<file path="src/hw/rtl/dcmd_pkg.sv">
// Shared types and constants for the dual-channel min/max decimator.
package dcmd_pkg;

  localparam int SAMPLE_W = 16;
  localparam int TOTAL_W  = 32;
  localparam int LEN_W    = 8;

  localparam logic [LEN_W-1:0] WINDOW_LENGTH_RESET = 8'd25;

  localparam logic signed [SAMPLE_W-1:0] VAL_MIN = 16'sh8000;
  localparam logic signed [SAMPLE_W-1:0] VAL_MAX = 16'sh7fff;

  typedef logic signed [SAMPLE_W-1:0] sample_t;

  // One classified word as it travels from the front end to the back end.
  typedef struct packed {
    sample_t              flow;
    sample_t              pressure;
    logic                 flow_ok;
    logic                 pressure_ok;
    logic                 eob;
    logic [TOTAL_W-1:0]   total;
  } dcmd_entry_t;

endpackage

</file>
<file path="src/hw/rtl/dcmd_front.sv">
// Front end: accepts input words, marks missing samples and stamps the running count.
module dcmd_front (
  input  logic                     clk,
  input  logic                     rst,
  input  logic                     in_valid,
  output logic                     in_ready,
  input  logic signed [15:0]       flow_sample,
  input  logic signed [15:0]       pressure_sample,
  input  logic                     end_of_batch,
  input  logic                     q_full,
  output logic                     push,
  output dcmd_pkg::dcmd_entry_t    push_entry
);
  import dcmd_pkg::*;

  logic [TOTAL_W-1:0] total;
  logic [TOTAL_W-1:0] total_next;

  // A word is taken whenever the queue has room.
  assign in_ready   = !q_full;
  assign push       = in_valid && in_ready;
  assign total_next = total + TOTAL_W'(1);

  // Classify the word: a sample equal to the missing mark is skipped later.
  always_comb begin
    push_entry.flow        = flow_sample;
    push_entry.pressure    = pressure_sample;
    push_entry.flow_ok     = (flow_sample != VAL_MIN);
    push_entry.pressure_ok = (pressure_sample != VAL_MIN);
    push_entry.eob         = end_of_batch;
    push_entry.total       = total_next;
  end

  // The running sample count wraps naturally at its width.
  always_ff @(posedge clk) begin
    if (rst) begin
      total <= '0;
    end else if (push) begin
      total <= total_next;
    end
  end

endmodule

</file>
<file path="src/hw/rtl/dcmd_queue.sv">
// Short queue of classified words between the front end and the back end.
module dcmd_queue #(
  parameter int QUEUE_DEPTH = 2
) (
  input  logic                  clk,
  input  logic                  rst,
  input  logic                  push,
  input  dcmd_pkg::dcmd_entry_t push_entry,
  input  logic                  pop,
  output dcmd_pkg::dcmd_entry_t head,
  output logic                  empty,
  output logic                  full,
  output logic [$clog2(QUEUE_DEPTH+1)-1:0] count
);
  import dcmd_pkg::*;

  localparam int PTR_W = $clog2(QUEUE_DEPTH);
  localparam int CNT_W = $clog2(QUEUE_DEPTH + 1);

  dcmd_entry_t      mem [QUEUE_DEPTH];
  logic [PTR_W-1:0] wr_ptr;
  logic [PTR_W-1:0] rd_ptr;

  assign empty = (count == '0);
  assign full  = (count == CNT_W'(QUEUE_DEPTH));
  assign head  = mem[rd_ptr];

  // Storage is written only; no reset needed for the payload.
  always_ff @(posedge clk) begin
    if (push) begin
      mem[wr_ptr] <= push_entry;
    end
  end

  // Pointers and fill count.
  always_ff @(posedge clk) begin
    if (rst) begin
      wr_ptr <= '0;
      rd_ptr <= '0;
      count  <= '0;
    end else begin
      if (push) begin
        wr_ptr <= (wr_ptr == PTR_W'(QUEUE_DEPTH - 1)) ? '0 : wr_ptr + PTR_W'(1);
      end
      if (pop) begin
        rd_ptr <= (rd_ptr == PTR_W'(QUEUE_DEPTH - 1)) ? '0 : rd_ptr + PTR_W'(1);
      end
      if (push && !pop) begin
        count <= count + CNT_W'(1);
      end else if (pop && !push) begin
        count <= count - CNT_W'(1);
      end
    end
  end

endmodule

</file>
<file path="src/hw/rtl/dcmd_back.sv">
// Back end: window accumulators, window-end detection and the output register.
module dcmd_back (
  input  logic                  clk,
  input  logic                  rst,
  input  logic [7:0]            win_len,
  input  dcmd_pkg::dcmd_entry_t head,
  input  logic                  empty,
  output logic                  pop,
  output logic                  out_valid,
  input  logic                  out_ready,
  output logic signed [15:0]    flow_min,
  output logic signed [15:0]    flow_max,
  output logic signed [15:0]    pressure_min,
  output logic signed [15:0]    pressure_max,
  output logic [31:0]           samples_total
);
  import dcmd_pkg::*;

  logic [LEN_W-1:0] pos;
  sample_t          flow_low;
  sample_t          flow_high;
  sample_t          pressure_low;
  sample_t          pressure_high;

  logic [LEN_W:0]   len_ext;
  logic             win_end;
  logic             out_free;
  sample_t          flow_low_next;
  sample_t          flow_high_next;
  sample_t          pressure_low_next;
  sample_t          pressure_high_next;
  logic             flow_empty;
  logic             pressure_empty;

  // A zero length counts as 256, the wrap of the position counter.
  assign len_ext  = (win_len == '0) ? (LEN_W+1)'(256) : {1'b0, win_len};
  assign win_end  = ({1'b0, pos} + (LEN_W+1)'(1)) >= len_ext;
  assign out_free = !out_valid || out_ready;
  assign pop      = !empty && (!win_end || out_free);

  // Fold the head word into the running extremes, skipping missing samples.
  always_comb begin
    flow_low_next      = (head.flow_ok && (head.flow < flow_low)) ? head.flow : flow_low;
    flow_high_next     = (head.flow_ok && (head.flow > flow_high)) ? head.flow : flow_high;
    pressure_low_next  = (head.pressure_ok && (head.pressure < pressure_low))
                         ? head.pressure : pressure_low;
    pressure_high_next = (head.pressure_ok && (head.pressure > pressure_high))
                         ? head.pressure : pressure_high;
    flow_empty         = (flow_low_next == VAL_MAX);
    pressure_empty     = (pressure_low_next == VAL_MAX);
  end

  // Window state: cleared at window end or end of batch.
  always_ff @(posedge clk) begin
    if (rst) begin
      pos           <= '0;
      flow_low      <= VAL_MAX;
      flow_high     <= VAL_MIN;
      pressure_low  <= VAL_MAX;
      pressure_high <= VAL_MIN;
    end else if (pop) begin
      if (win_end || head.eob) begin
        pos           <= '0;
        flow_low      <= VAL_MAX;
        flow_high     <= VAL_MIN;
        pressure_low  <= VAL_MAX;
        pressure_high <= VAL_MIN;
      end else begin
        pos           <= pos + LEN_W'(1);
        flow_low      <= flow_low_next;
        flow_high     <= flow_high_next;
        pressure_low  <= pressure_low_next;
        pressure_high <= pressure_high_next;
      end
    end
  end

  // Output valid flag.
  always_ff @(posedge clk) begin
    if (rst) begin
      out_valid <= 1'b0;
    end else if (pop && win_end) begin
      out_valid <= 1'b1;
    end else if (out_ready) begin
      out_valid <= 1'b0;
    end
  end

  // Output payload; an empty channel reports the missing mark for both values.
  always_ff @(posedge clk) begin
    if (pop && win_end) begin
      flow_min      <= flow_empty ? VAL_MIN : flow_low_next;
      flow_max      <= flow_empty ? VAL_MIN : flow_high_next;
      pressure_min  <= pressure_empty ? VAL_MIN : pressure_low_next;
      pressure_max  <= pressure_empty ? VAL_MIN : pressure_high_next;
      samples_total <= head.total;
    end
  end

endmodule

</file>
<file path="src/hw/rtl/dual_channel_minmax_decimator.sv">
// Top level of the dual-channel min/max envelope decimator.
// The block takes one sample word per cycle while the queue has room and emits one record
// per completed window; the word that completes it passes through the word queue and then
// the output register. The front end keeps taking words while the queue has
// room (QUEUE_DEPTH words); a stalled output only holds back the back end when a window
// completes, so the sustained rate is one word per cycle while records are taken. The
// window length register has its own write channel, which is always ready. Write it only
// while no words are in flight, since words already queued see the new length at once.
module dual_channel_minmax_decimator #(
  parameter int QUEUE_DEPTH = 2
) (
  input  logic               clk,
  input  logic               rst,
  input  logic               cfg_valid,
  output logic               cfg_ready,
  input  logic [7:0]         window_length,
  input  logic               in_valid,
  output logic               in_ready,
  input  logic signed [15:0] flow_sample,
  input  logic signed [15:0] pressure_sample,
  input  logic               end_of_batch,
  output logic               out_valid,
  input  logic               out_ready,
  output logic signed [15:0] flow_min,
  output logic signed [15:0] flow_max,
  output logic signed [15:0] pressure_min,
  output logic signed [15:0] pressure_max,
  output logic [31:0]        samples_total
);
  import dcmd_pkg::*;

  localparam int CNT_W = $clog2(QUEUE_DEPTH + 1);

  logic [LEN_W-1:0] win_len;
  logic             push;
  dcmd_entry_t      push_entry;
  dcmd_entry_t      head;
  logic             pop;
  logic             q_empty;
  logic             q_full;
  logic [CNT_W-1:0] q_count;

  // Window length register.
  assign cfg_ready = 1'b1;
  always_ff @(posedge clk) begin
    if (rst) begin
      win_len <= WINDOW_LENGTH_RESET;
    end else if (cfg_valid && cfg_ready) begin
      win_len <= window_length;
    end
  end

  dcmd_front u_front (
    .clk             (clk),
    .rst             (rst),
    .in_valid        (in_valid),
    .in_ready        (in_ready),
    .flow_sample     (flow_sample),
    .pressure_sample (pressure_sample),
    .end_of_batch    (end_of_batch),
    .q_full          (q_full),
    .push            (push),
    .push_entry      (push_entry)
  );

  dcmd_queue #(
    .QUEUE_DEPTH (QUEUE_DEPTH)
  ) u_queue (
    .clk        (clk),
    .rst        (rst),
    .push       (push),
    .push_entry (push_entry),
    .pop        (pop),
    .head       (head),
    .empty      (q_empty),
    .full       (q_full),
    .count      (q_count)
  );

  dcmd_back u_back (
    .clk           (clk),
    .rst           (rst),
    .win_len       (win_len),
    .head          (head),
    .empty         (q_empty),
    .pop           (pop),
    .out_valid     (out_valid),
    .out_ready     (out_ready),
    .flow_min      (flow_min),
    .flow_max      (flow_max),
    .pressure_min  (pressure_min),
    .pressure_max  (pressure_max),
    .samples_total (samples_total)
  );

  // The queue never holds more words than it has room for.
  a_queue_bound: assert property (@(posedge clk) disable iff (rst)
    q_count <= CNT_W'(QUEUE_DEPTH))
    else $error("word queue count exceeds its depth");

  // The front end only stalls when the queue is full.
  a_stall_full: assert property (@(posedge clk) disable iff (rst)
    !in_ready |-> q_full)
    else $error("input stalled while the queue has room");

  // A record never reports a minimum above its maximum.
  a_min_le_max: assert property (@(posedge clk) disable iff (rst)
    out_valid |-> (flow_min <= flow_max) && (pressure_min <= pressure_max))
    else $error("record minimum exceeds maximum");

  // A word enters the back end only when one is waiting in the queue.
  a_pop_nonempty: assert property (@(posedge clk) disable iff (rst)
    pop |-> !q_empty)
    else $error("back end took a word from an empty queue");

endmodule

</file>
<file path="config.mk">
export PLATFORM = sky130hd
export DESIGN_NAME = dual_channel_minmax_decimator
export DESIGN_NICKNAME = d
export VERILOG_FILES = /design/src/hw/rtl/dcmd_pkg.sv /design/src/hw/rtl/dcmd_front.sv /design/src/hw/rtl/dcmd_queue.sv /design/src/hw/rtl/dcmd_back.sv /design/src/hw/rtl/dual_channel_minmax_decimator.sv
export SDC_FILE = /design/constraint.sdc
export NUM_CORES = 1
export LEC_CHECK = 0
export BUFFER_PORTS_ARGS = -buffer_cell sky130_fd_sc_hd__clkbuf_2
export CAP_MARGIN = 10
export CORE_MARGIN = 4
export CORE_UTILIZATION = 35
export CTS_CLUSTER_DIAMETER = 40
export CTS_CLUSTER_SIZE = 28
export DETAILED_ROUTE_END_ITERATION = 8
export PLACE_DENSITY = 0.59
export SLEW_MARGIN = 5
export SYNTH_ARGS = -nofsm -noshare
export SYNTH_HDL_FRONTEND = slang
export SYNTH_HIERARCHICAL = 1
export SYNTH_SLANG_ARGS = --single-unit
</file>
<file path="constraint.sdc">
create_clock -name clk -period 15.65 [get_ports clk]
set_input_delay 2.3475 -clock clk [delete_from_list [all_inputs] [get_ports clk]]
set_output_delay 2.3475 -clock clk [all_outputs]
set_load 0.02 [all_outputs]
</file>
### Word level (Yosys, flattened, before mapping)

Memory sizes are Yosys's and may differ from the RTL's. A register that Yosys moved wholly into a read port is not among the register bits.
Cells that the tools add are included.

| word-level totals | value |
|---|---|
| memory bits (read-only) | 0 |
| bits of input ports | 46 |
| memories kept | 1 |
| logic and storage cells | 76 |
| memory bits (writable) | 134 |
| register bits after elaboration | 213 |
| latch bits | 0 |
| output and inout port bits | 99 |

Memory list:

| name | depth | width | rd ports | clocked after Yosys merged registers in | wr ports | line | text |
|---|---|---|---|---|---|---|---|
| u_queue.mem | 2 | 67 | 1 | 1 | 1 | dcmd_queue.sv:20 | `dcmd_entry_t mem [QUEUE_DEPTH];` |

| cells by class | value |
|---|---|
| shift-type cells | 0 |
| order comparisons | 5 |
| divide/modulo/power cells | 0 |
| bitwise gates (word level) | 0 |
| mux-type cells | 20 |
| add/subtract/negate cells | 7 |
| $mul | 0 |
| reduce and logical (&&, ||, !) cells | 22 |
| equality and inequality tests | 5 |

Operators with widths:

| cell | count |
|---|---|
| $mux W16 | 8 |
| $add A32 B1 Y32 const B | 1 |
| $eq A16 B16 Y1 const B | 2 |
| $gt A16 B16 Y1 | 2 |
| $lt A16 B16 Y1 | 2 |
| $ne A16 B16 Y1 const B | 2 |
| $add A8 B1 Y9 const B | 1 |
| $ge A9 B9 Y1 | 1 |
| $logic_and A1 B1 Y1 | 9 |
| $mux W9 | 1 |
| $add A8 B1 Y8 const B | 1 |
| $logic_not A8 Y1 | 1 |
| $mux W1 | 8 |
| $mux W8 | 1 |
| $logic_not A1 Y1 | 6 |
| $mux W2 | 2 |
| $reduce_bool A2 Y1 | 2 |
| $logic_or A1 B1 Y1 | 3 |
| $add A1 B1 Y1 const B | 2 |
| $add A2 B1 Y2 const B | 1 |
| $eq A2 B2 Y1 const B | 1 |
| $logic_not A2 Y1 | 1 |
| $sub A2 B1 Y2 const B | 1 |

### Logic depth before layout (Yosys ltp)

Gate-level depths: netlist (run 1).

| logic depth | value |
|---|---|
| depth in word-level cells | 9 |
| gate-level depth with buffers | 16 |
| mapped depth without buffers | 15 |

### Hierarchy

Netlist (run 1), hierarchy kept.

By module, submodules not included:

| module | sequential area each (µm²) | cells each | area an instance (µm²) | instances |
|---|---|---|---|---|
| dcmd_back | 4,344.2 | 827 | 8,649.5 | 1 |
| dcmd_queue | 4,124.0 | 230 | 5,154.9 | 1 |
| dcmd_front | 640.6 | 319 | 2,432.3 | 1 |
| dual_channel_minmax_decimator | 160.2 | 28 | 307.8 | 1 |

### Worst setup path after synthesis (run 1)

No wires, ideal clock.

| timing path | value |
|---|---|
| path type | input-to-reg |
| from | in out_ready |
| to | reg u_back.flow_max[0] (enable) |
| data required time | 15.098 ns |
| setup time | 0.552 ns |
| arrival time | 6.738 ns |
| stages | 4 |
| buffers on the path | 0 |
| setup slack | 8.360 ns |
| path through | nor2b_1 o21ai_0 nor2_1 nor2_1 |

| on the way | value |
|---|---|
| word-level cells in the longest chain between the ends | 4 |

RTL lines:

| element | line | text |
|---|---|---|
| start: declaration | dual_channel_minmax_decimator.sv:23 | `input logic out_ready,` |
| $logic_or A1 B1 Y1 | dcmd_back.sv:38 | `assign out_free = !out_valid \|\| out_ready;` |
| $logic_or A1 B1 Y1 | dcmd_back.sv:39 | `assign pop = !empty && (!win_end \|\| out_free);` |
| $logic_and A1 B1 Y1 | dcmd_back.sv:39 |  |
| $logic_and A1 B1 Y1 | dcmd_back.sv:91 | `if (pop && win_end) begin` |
| end signal: assignment | dcmd_back.sv:93 | `flow_max <= flow_empty ? VAL_MIN : flow_high_next;` |
| end: declaration | dcmd_back.sv:12 | `output logic signed [15:0] flow_max,` |

No other way between the ends.
A chain may end at the register's enable or synchronous reset.

==> flow_summary.json, run 1 <==
{
  "final-hold-violation-count": 0,
  "io_pins": 145,
  "slew_violations": 0,
  "top_layer": "met5",
  "fin_crit_ns": 4.73,
  "placed_cell_area_sq_um": 17500,
  "synth-seq-area-share_pct": 56.0,
  "wirelength_mm": 39.4,
  "power.density_nw_per_um2": 176,
  "start_kind": "flip-flop",
  "area_growth_pct": 16.8,
  "met3_length_mm": 2.62,
  "maxCapViolCount": 0,
  "synthCells": 1404,
  "cp.arrival_ns": 5.16,
  "numCtsBuffers": 50,
  "tns_ns": 0,
  "place_congestion": 0.845,
  "yosysTopAreaCell": "edfxtp_1",
  "dieArea_sq_um": 50800,
  "synth_edf_count": 230,
  "setup_viol": 0,
  "ant_nets": 0,
  "hold_slack_ns": 0.499,
  "regArea_sq_um": 9270,
  "drt-met1-wl_mm": 17.7,
  "hold_class": "reg -> reg",
  "synth_ff_type": "edfxtp_1",
  "cts.clk_slew.worst_paths_ns": 0.06,
  "multiInputGateArea_sq_um": 6390,
  "layout.nets": 1617,
  "synth_cell_types": 66,
  "cp_max_fo": 34,
  "cts_setup_buffers": 0,
  "crit_type": "reg -> reg",
  "core-area_sq_um": 46700,
  "design_area_sq_um": 19300,
  "dp_hpwl_mm": 27.1,
  "grtUsageTotal_pct": 15.0,
  "finalCritPeriodShare_pct": 30.2,
  "skew_ns": 0.0199,
  "vias": 11400,
  "grt_pass1_vias": 10900,
  "cp-end-kind": "flip-flop",
  "yosysTopAreaCellShare_pct": 41.7,
  "vias_per_cell": 5.30,
  "drc": 0,
  "diodes": 0,
  "cts_root_buffer": "clkbuf_16",
  "rsz0062_at_grt": "false",
  "yosysWarnings": 6,
  "grt_max_degree": 81,
  "post-place-ws_ns": 10.82,
  "synthTopCellsByArea": "edfxtp_1 (42%), dfxtp_1 (14%), ha_1 (5.6%), mux2_2 (2.9%), mux2_4 (2.7%)",
  "async_flop_share_pct": 0,
  "io_buffer_count": 143,
  "drive_above_1_share_pct": 22.4,
  "fmaxAchievable_mhz": 212,
  "overflow": 0,
  "outcome": "finished clean",
  "grt_pass1_wl_mm": 61.0,
  "synth_seq_cells": 348,
  "leakage_nw": 7.52,
  "cts_hold_buffers": 0,
  "total_power_mw": 3.40,
  "wl_per_cell_um": 18.4,
  "start_util_pct": 35.5,
  "slew_headroom_pct": 23.9,
  "clockBufferDepth": 3,
  "fillers": 4447,
  "h-tree-depth": 2,
  "syn-num-nets": 1524,
  "ir_drop_mv": 0.0976,
  "cts_sinks": 348,
  "dieHeight_um": 225,
  "firstDrtPassIters": 6,
  "netlist_area_sq_um": 16500,
  "cp.required_ns": 16.09,
  "antenna_found_initial": 3,
  "clk_latency_ns": 0.58,
  "cts_tree": "done",
  "cts-resized-gates": 0,
  "wl_met2_mm": 18.3,
  "worst_slew_pin_slew_ns": 1.14,
  "setup_ws_ns": 10.92,
  "drt_iter0_markers": 869,
  "rows": 79,
  "synth.avg_cell_area_sq_um": 11.8,
  "die_w_um": 225
}
[kinds of logic after synthesis]
kind of cell | Yosys count | share of synthesized area (%)
DFF | 348 | 56.0
muxes | 81 | 6.13
buffers and inverters | 196 | 5.59
xor gates and xnor gates | 46 | 2.44
adders and majority gates | 74 | 5.60
and+or+nand+nor | 358 | 11.8
AOI/OAI and AO/OA | 300 | 12.4
other | 1 | 0.0227
[report_power, final]
part           internal (mW)  total (mW)  switching (mW)
Sequential              1.15        1.21          0.0640
Clock                  0.695        1.15           0.459
Combinational          0.386        1.03           0.647
[worst max-delay path, cell delays in order (launching register included)]
cell       delay, ns
dfxtp_4         0.68
buf_4           0.58
mux2_4          0.41
ha_1            0.33
nand4_1         0.12
a2111oi_0       0.84
or4_1           0.94
a31o_2          0.50
a22oi_1         0.15
[per-layer routing]
layer,up-vias,global-route usage (%)
li1,5497,-
met1,5474,20.6
met2,335,23.7
met3,62,3.89
met4,6,3.87
met5,-,0
[cell usage in the layout, fill, tap and decap left out, drive strengths merged, types with 15 or more instances in the layout]
cell type	synthesis	routed
o22a	30	30
nor2	48	48
mux2	72	72
a21oi	85	85
clkbuf	64	203
nor4	17	17
dfxtp	118	118
xnor2	24	24
or4	23	23
nand2	63	63
a32o	15	15
xor2	22	22
nand3	65	65
nand4	60	60
nor3	15	15
ha	74	74
inv	81	102
edfxtp	230	230
o21ai	56	56
a22o	15	15
o31ai	29	29
[cells in the mapped netlist, drive strengths merged, types with 5 or more instances]
cell,n
dfxtp,118
a22o,15
edfxtp,230
mux2i,9
mux2,72
xnor2,24
o31ai,29
or4,23
nand3b,7
nand4,60
o22a,30
nor2,48
o21ai,56
a21oi,85
nor2b,11
nor4,17
a21bo,14
and3,9
a32o,15
inv,81
a211oi,10
ha,74
nand2,63
a21o,7
a211o,6
a31oi,5
xor2,22
or3,14
nor3,15
buf,51
nand2b,7
clkbuf,64
nand3,65
and4,7
[final timing paths]
path	startpoint	cells past startpoint	endpoint	slack (ns)
setup / recovery	flip-flop	8	u_back/pressure_high[15]	10.92
hold / removal	u_front/total[31]	2	u_front/total[31]	0.50
setup reg to reg	flip-flop	8	u_back/pressure_high[15]	10.92
hold reg to reg	u_front/total[31]	2	u_front/total[31]	0.50
[per-stage QoR]
stage          cells  utilization (%)
2_1_floorplan   1404                -
3_3_place_gp    2049             37.5
3_5_place_dp    2049             37.5
4_1_cts         2143             41.3
5_1_grt         2146             41.4
6_report        2146             41.4
[cell type report]
type	count	share of cell area (%)
flip-flops and latches	348	48.0
multi-input cells	860	33.1
clock buffers	60	6.99
repair buffers	156	4.25
well taps	607	3.93
clock inverters	34	2.18
inverters	81	1.57
[sequential cells by signal (all words and copies together) (netlist names), 8 cells and up, named ones only]
register,count
u_back/flow_max,16
win_len,8
u_back/pressure_low,16
u_back/pressure_max,16
u_back/flow_low,16
u_front/total,32
u_back/flow_high,16
u_back/pressure_high,16
u_back/pressure_min,16
u_back/flow_min,16
u_queue/mem,134
u_back/pos,8
u_back/samples_total,32
(Power assumes the default switching activity.)
==> inputs of run 2 (changes only) <==
- clock period: 15.65 -> 4.57 ns (I/O delays scaled with it)
==> run 2 against run 1 <==
Compared with the run above: core utilization up 0.48 points; wire length up 0.57%; sequential power rose to 3.4 times the previous value; critical path depth up 2; sequential share of layout area down 0.55 points; global-route usage up 0.36 points; worst setup slack worse by 10 ns; first-iteration DRC count down 13%; flip-flop and latch count unchanged; hold slack worse by 0.22 ns; combinational power rose to 3.5 times the previous value; register-to-register slack worse by 10 ns; critical endpoint is now u_back/pressure_low[11]; largest cell class unchanged; highest routed layer unchanged.
==> flow_summary.json, run 2 (synthesis results as in run 1) <==
{
  "holdPathEnd": "u_queue/mem[0][32]",
  "largest_reg_flops": 134,
  "crit_type": "reg -> reg",
  "slew_headroom_pct": 37.1,
  "dp.cells": 2059,
  "grt_max_degree": 65,
  "reg_top3": "u_queue/mem x134, u_back/samples_total x32, u_front/total x32",
  "top_register": "u_queue/mem",
  "numCtsBuffers": 54,
  "start_util_pct": 35.5,
  "fmaxAchievable_mhz": 255,
  "power.density_nw_per_um2": 614,
  "fin_crit_ns": 3.92,
  "path_delay_family": "compound AO/OA/AOI/OAI gates",
  "io_pins": 145,
  "dp_hpwl_mm": 27.2,
  "firstDrtPassIters": 5,
  "cp_max_fo": 16,
  "cp.arrival_ns": 4.38,
  "io_buffer_count": 143,
  "ir_drop_mv": 0.292,
  "slowest_delay_ns": 0.52,
  "cts-resized-gates": 0,
  "place_congestion": 0.889,
  "diodes": 0,
  "area_growth_pct": 18.2,
  "vias": 11500,
  "cts_sinks": 348,
  "overflow": 0,
  "start_kind": "flip-flop",
  "setup_ws_ns": 0.654,
  "timing.rr.end": "u_back/pressure_low[11]",
  "grt_pass1_vias": 11200,
  "outcome": "finished clean",
  "drc": 0,
  "rows": 79,
  "cts_tree": "done",
  "cts.clk_slew.worst_paths_ns": 0.06,
  "r2r_cells": 10,
  "min_path_cells": 1,
  "die_w_um": 225,
  "core-area_sq_um": 46700,
  "ant_nets": 0,
  "setup_viol": 0,
  "tns_ns": 0,
  "grt_pass1_wl_mm": 62.7,
  "mostFrequentLayoutCells": "edfxtp_1 (230), clkbuf_2 (143), dfxtp_1 (117), a21oi_1 (85), inv_1 (81)",
  "worst_slew_pin_slew_ns": 0.938,
  "cts_hold_buffers": 0,
  "finalCritPeriodShare_pct": 85.7,
  "crit_slowest_cell": "nand2b_1",
  "leakage_nw": 7.63,
  "reg2reg_slack_ns": 0.65,
  "drive_above_1_share_pct": 23.6,
  "drt_iter0_markers": 753,
  "total_power_mw": 12.0,
  "cp.required_ns": 5.04,
  "rsz0062_at_grt": "false",
  "dieHeight_um": 225,
  "slew_violations": 0,
  "hp-start": "end_of_batch",
  "post-place-ws_ns": 0.722,
  "skew_ns": 0.0338,
  "crit_buf_inv": 0,
  "antenna_found_initial": 2,
  "wirelength_mm": 39.6,
  "layout_commonest_cell": "edfxtp_1",
  "clockBufferDepth": 3,
  "dieArea_sq_um": 50800,
  "cp-end-kind": "flip-flop",
  "finalNonFillerCells": 2161,
  "cts_setup_buffers": 0,
  "maxCapViolCount": 0,
  "h-tree-depth": 2,
  "final-hold-violation-count": 0,
  "clk_latency_ns": 0.60,
  "layout.nets": 1628,
  "worstPathCellList": "ha_1 > and3_1 > and3_1 > xor2_1 > ha_1 > a211oi_1 > o211ai_1 > a21oi_1 > nand2b_1 > o22a_1",
  "vias_per_cell": 5.30,
  "hold_class": "in -> reg",
  "grtUsageTotal_pct": 15.4,
  "rr_startpoint": "u_back/pos[0]",
  "wl_per_cell_um": 18.3,
  "cts_root_buffer": "clkbuf_16"
}
==> run 2: changes by cell type in the layout (fill, tap and decap cells not counted), sizes merged <==
cell and delta:
clkbuf -4, inv -2, buf +7, clkinvlp +4
clkinv +10
==> run 2: power by group <==
part	total [mW]	leakage (nW)	internal, mW	switching (mW)
registers	4.16	3.11	3.93	0.223
clock network	4.20	0.930	2.49	1.71
logic	3.65	3.59	1.36	2.29
total	12.0	7.63	7.79	4.22
==> run 2: layout make-up <==
type	count	area (sq um)
inverters	81	304
fillers	4413	27100
multi-input cells	860	6390
repair buffers	163	903
flip-flops and latches	348	9270
clock buffers	56	1380
clock inverters	46	538
well taps	607	759
==> run 2: how the worst max path moves through the flow <==
stage,from,endpoint,cells past startpoint
after floorplan,u_queue/count[0],u_queue/mem[0][0],4
after global placement,flip-flop,u_back/flow_high[11],8
after detailed placement,u_back/pos[0],u_back/pressure_low[4],10
after CTS,flip-flop,u_back/flow_high[8],8
after global routing,u_back/pos[0],u_back/flow_low[7],10
final,u_back/pos[0],u_back/pressure_low[11],10
==> run 2: metal layers <==
metal  track usage (%)  wire length [um]  vias to the layer above
met5                 0                34                        -
met4              4.29               904                        4
met3              3.60              2310                       77
met2              24.7             18500                      316
met1              20.9             17900                     5542
li1                  -                 -                     5516
==> run 2: metrics by stage <==
step                instance area [sq um]  util [%]  hold slack, ns
global route                        19500      41.9           0.251
floorplan                           16600         -           0.453
finish                              19500      41.9           0.275
detailed placement                  17600      37.8           0.488
global placement                    17600      37.8           0.475
CTS                                 19500      41.9           0.234
==> run 2: worst register-to-register path, cell delays in order (launching register included) <==
cell	delay (ns)
dfxtp_1	0.40
ha_1	0.25
and3_1	0.26
and3_1	0.25
xor2_1	0.19
ha_1	0.27
a211oi_1	0.45
o211ai_1	0.36
a21oi_1	0.45
nand2b_1	0.53
o22a_1	0.40
==> inputs of run 3 (changes only) <==
- CORE_MARGIN: 4 -> unset
==> run 3 against run 2 <==
Compared with the run above: worst setup slack got worse by 0.036 ns; final cell count decreased by 0.23%; power decreased by 1.5%; combinational power increased by 1%; flip-flop and latch count unchanged; largest power group is now registers; critical path type unchanged; global-route usage increased by 1.0 points; sequential share of layout area increased by 0.34 points; non-clock buffer count decreased by 1; maximum frequency decreased by 0.91%.
==> flow_summary.json, run 3 (synthesis results as in run 1) <==
{
  "outcome": "finished clean",
  "tns_ns": 0,
  "clockBufferDepth": 3,
  "rows": 79,
  "setup_viol": 0,
  "leakage_nw": 7.56,
  "overflow": 0,
  "cp.required_ns": 5.00,
  "wl_per_cell_um": 18.3,
  "reg_top3": "u_queue/mem x134, u_back/samples_total x32, u_front/total x32",
  "start_kind": "flip-flop",
  "rsz0062_at_grt": "false",
  "dieHeight_um": 219,
  "cts_sinks": 348,
  "crit_slowest_cell": "dfxtp_4",
  "top_register": "u_queue/mem",
  "ir_drop_mv": 0.298,
  "die_w_um": 219,
  "slew_violations": 0,
  "crit_type": "reg -> reg",
  "cp-end-kind": "flip-flop",
  "fin_crit_ns": 3.95,
  "layout.nets": 1624,
  "top_layer": "met5",
  "met3_length_mm": 2.39,
  "grt_max_degree": 97,
  "fillers": 4393,
  "power.density_nw_per_um2": 609,
  "antenna_found_initial": 2,
  "grt_pass1_wl_mm": 62.0,
  "cp.arrival_ns": 4.39,
  "start_util_pct": 35.5,
  "design_area_sq_um": 19400,
  "cts_setup_buffers": 0,
  "hold_slack_ns": 0.290,
  "mostFrequentLayoutCells": "edfxtp_1 (230), clkbuf_2 (143), dfxtp_1 (117), a21oi_1 (85), inv_1 (81)",
  "drc": 0,
  "fin_util_pct": 41.7,
  "r2r_cells": 8,
  "maxCapViolCount": 0,
  "numCtsBuffers": 51,
  "slowest_delay_ns": 0.69,
  "cts_tree": "done",
  "skew_ns": 0.0299,
  "finalCritPeriodShare_pct": 86.5,
  "clk_latency_ns": 0.60,
  "largest_reg_flops": 134,
  "cts.clk_slew.worst_paths_ns": 0.06,
  "layout_commonest_cell": "edfxtp_1",
  "wl_met2_mm": 18.5,
  "ant_nets": 0,
  "dp_hpwl_mm": 26.6,
  "io_buffer_count": 143,
  "place_congestion": 0.857,
  "vias_per_cell": 5.33,
  "final-hold-violation-count": 0,
  "core-area_sq_um": 46600,
  "dieArea_sq_um": 48100,
  "placed_cell_area_sq_um": 17600,
  "cts-resized-gates": 0,
  "grt_pass1_vias": 11100,
  "firstDrtPassIters": 5,
  "worst_slew_pin_slew_ns": 0.978,
  "min_path_cells": 1,
  "drt_iter0_markers": 799,
  "wirelength_mm": 39.4,
  "total_power_mw": 11.8,
  "cp_max_fo": 34,
  "cts_root_buffer": "clkbuf_16",
  "fmaxAchievable_mhz": 253,
  "cts_hold_buffers": 0,
  "worstPathCellList": "mux2_2 > ha_1 > nand4_1 > nor4_1 > a221oi_1 > a2bb2oi_2 > nand2b_1 > o22ai_1",
  "drive_above_1_share_pct": 23.0,
  "drt-met1-wl_mm": 17.7,
  "grtUsageTotal_pct": 16.4,
  "h-tree-depth": 2,
  "slew_headroom_pct": 34.8,
  "io_pins": 145,
  "vias": 11500,
  "hold_class": "in -> reg",
  "area_growth_pct": 17.3
}
==> run 3: changes by cell type in the layout (fill, tap and decap cells not counted), moves of 2 or more <==
cell	delta
inv_12	-2
diode_2	+2
clkbuf_1	+4
inv_6	-2
clkinv_8	-5
clkinv_4	+5
clkbuf_16	-4
clkinv_2	-3
buf_12	-2
==> run 3: power by group <==
| group | internal (mW) | switching [mW] |
|---|---|---|
| clock network | 2.37 | 1.61 |
| registers | 3.94 | 0.217 |
| logic | 1.37 | 2.32 |
==> run 3: routing by layer <==
metal,up-vias,global-route usage [%]
met3,69,3.65
met2,348,26.4
li1,5490,-
met5,-,0
met1,5575,21.9
met4,4,4.72
==> run 3: path summary, 6_finish.rpt <==
path | from | end | slack (ns)
max | flip-flop | u_back/pressure_low[15] | 0.62
min | end_of_batch | u_queue/mem[0][32] | 0.29
max reg2reg | flip-flop | u_back/pressure_low[15] | 0.62
min reg2reg | u_back/pos[7] | u_back/pos[7] | 0.50
==> run 3: metrics by stage <==
step | setup slack [ns] | std cells
global route | 0.403 | 2154
finish | 0.619 | 2156
detailed placement | 0.691 | 2057
global placement | 0.758 | 2057
CTS | 0.673 | 2153
floorplan | 0.0571 | 1404
==> run 3: cell type report <==
| cell class | instances | area [sq um] | share of cell area [%] |
|---|---|---|---|
| clock buffers | 56 | 1290 | 6.67 |
| repair buffers | 162 | 891 | 4.59 |
| flip-flops and latches | 348 | 9270 | 47.8 |
| inverters | 81 | 304 | 1.57 |
| well taps | 607 | 759 | 3.91 |
| multi-input cells | 860 | 6390 | 32.9 |
| clock inverters | 40 | 492 | 2.53 |
| diodes | 2 | 5.00 | 0.0258 |
==> run 3: critical path, delay by kind of cell (launching register included) <==
kind	cells	cell delay (ns)
and+or+nand+nor	3	1.35
adders and majority gates	1	0.36
muxes	1	0.50
DFF	1	0.69
AOI/OAI and AO/OA	3	0.88
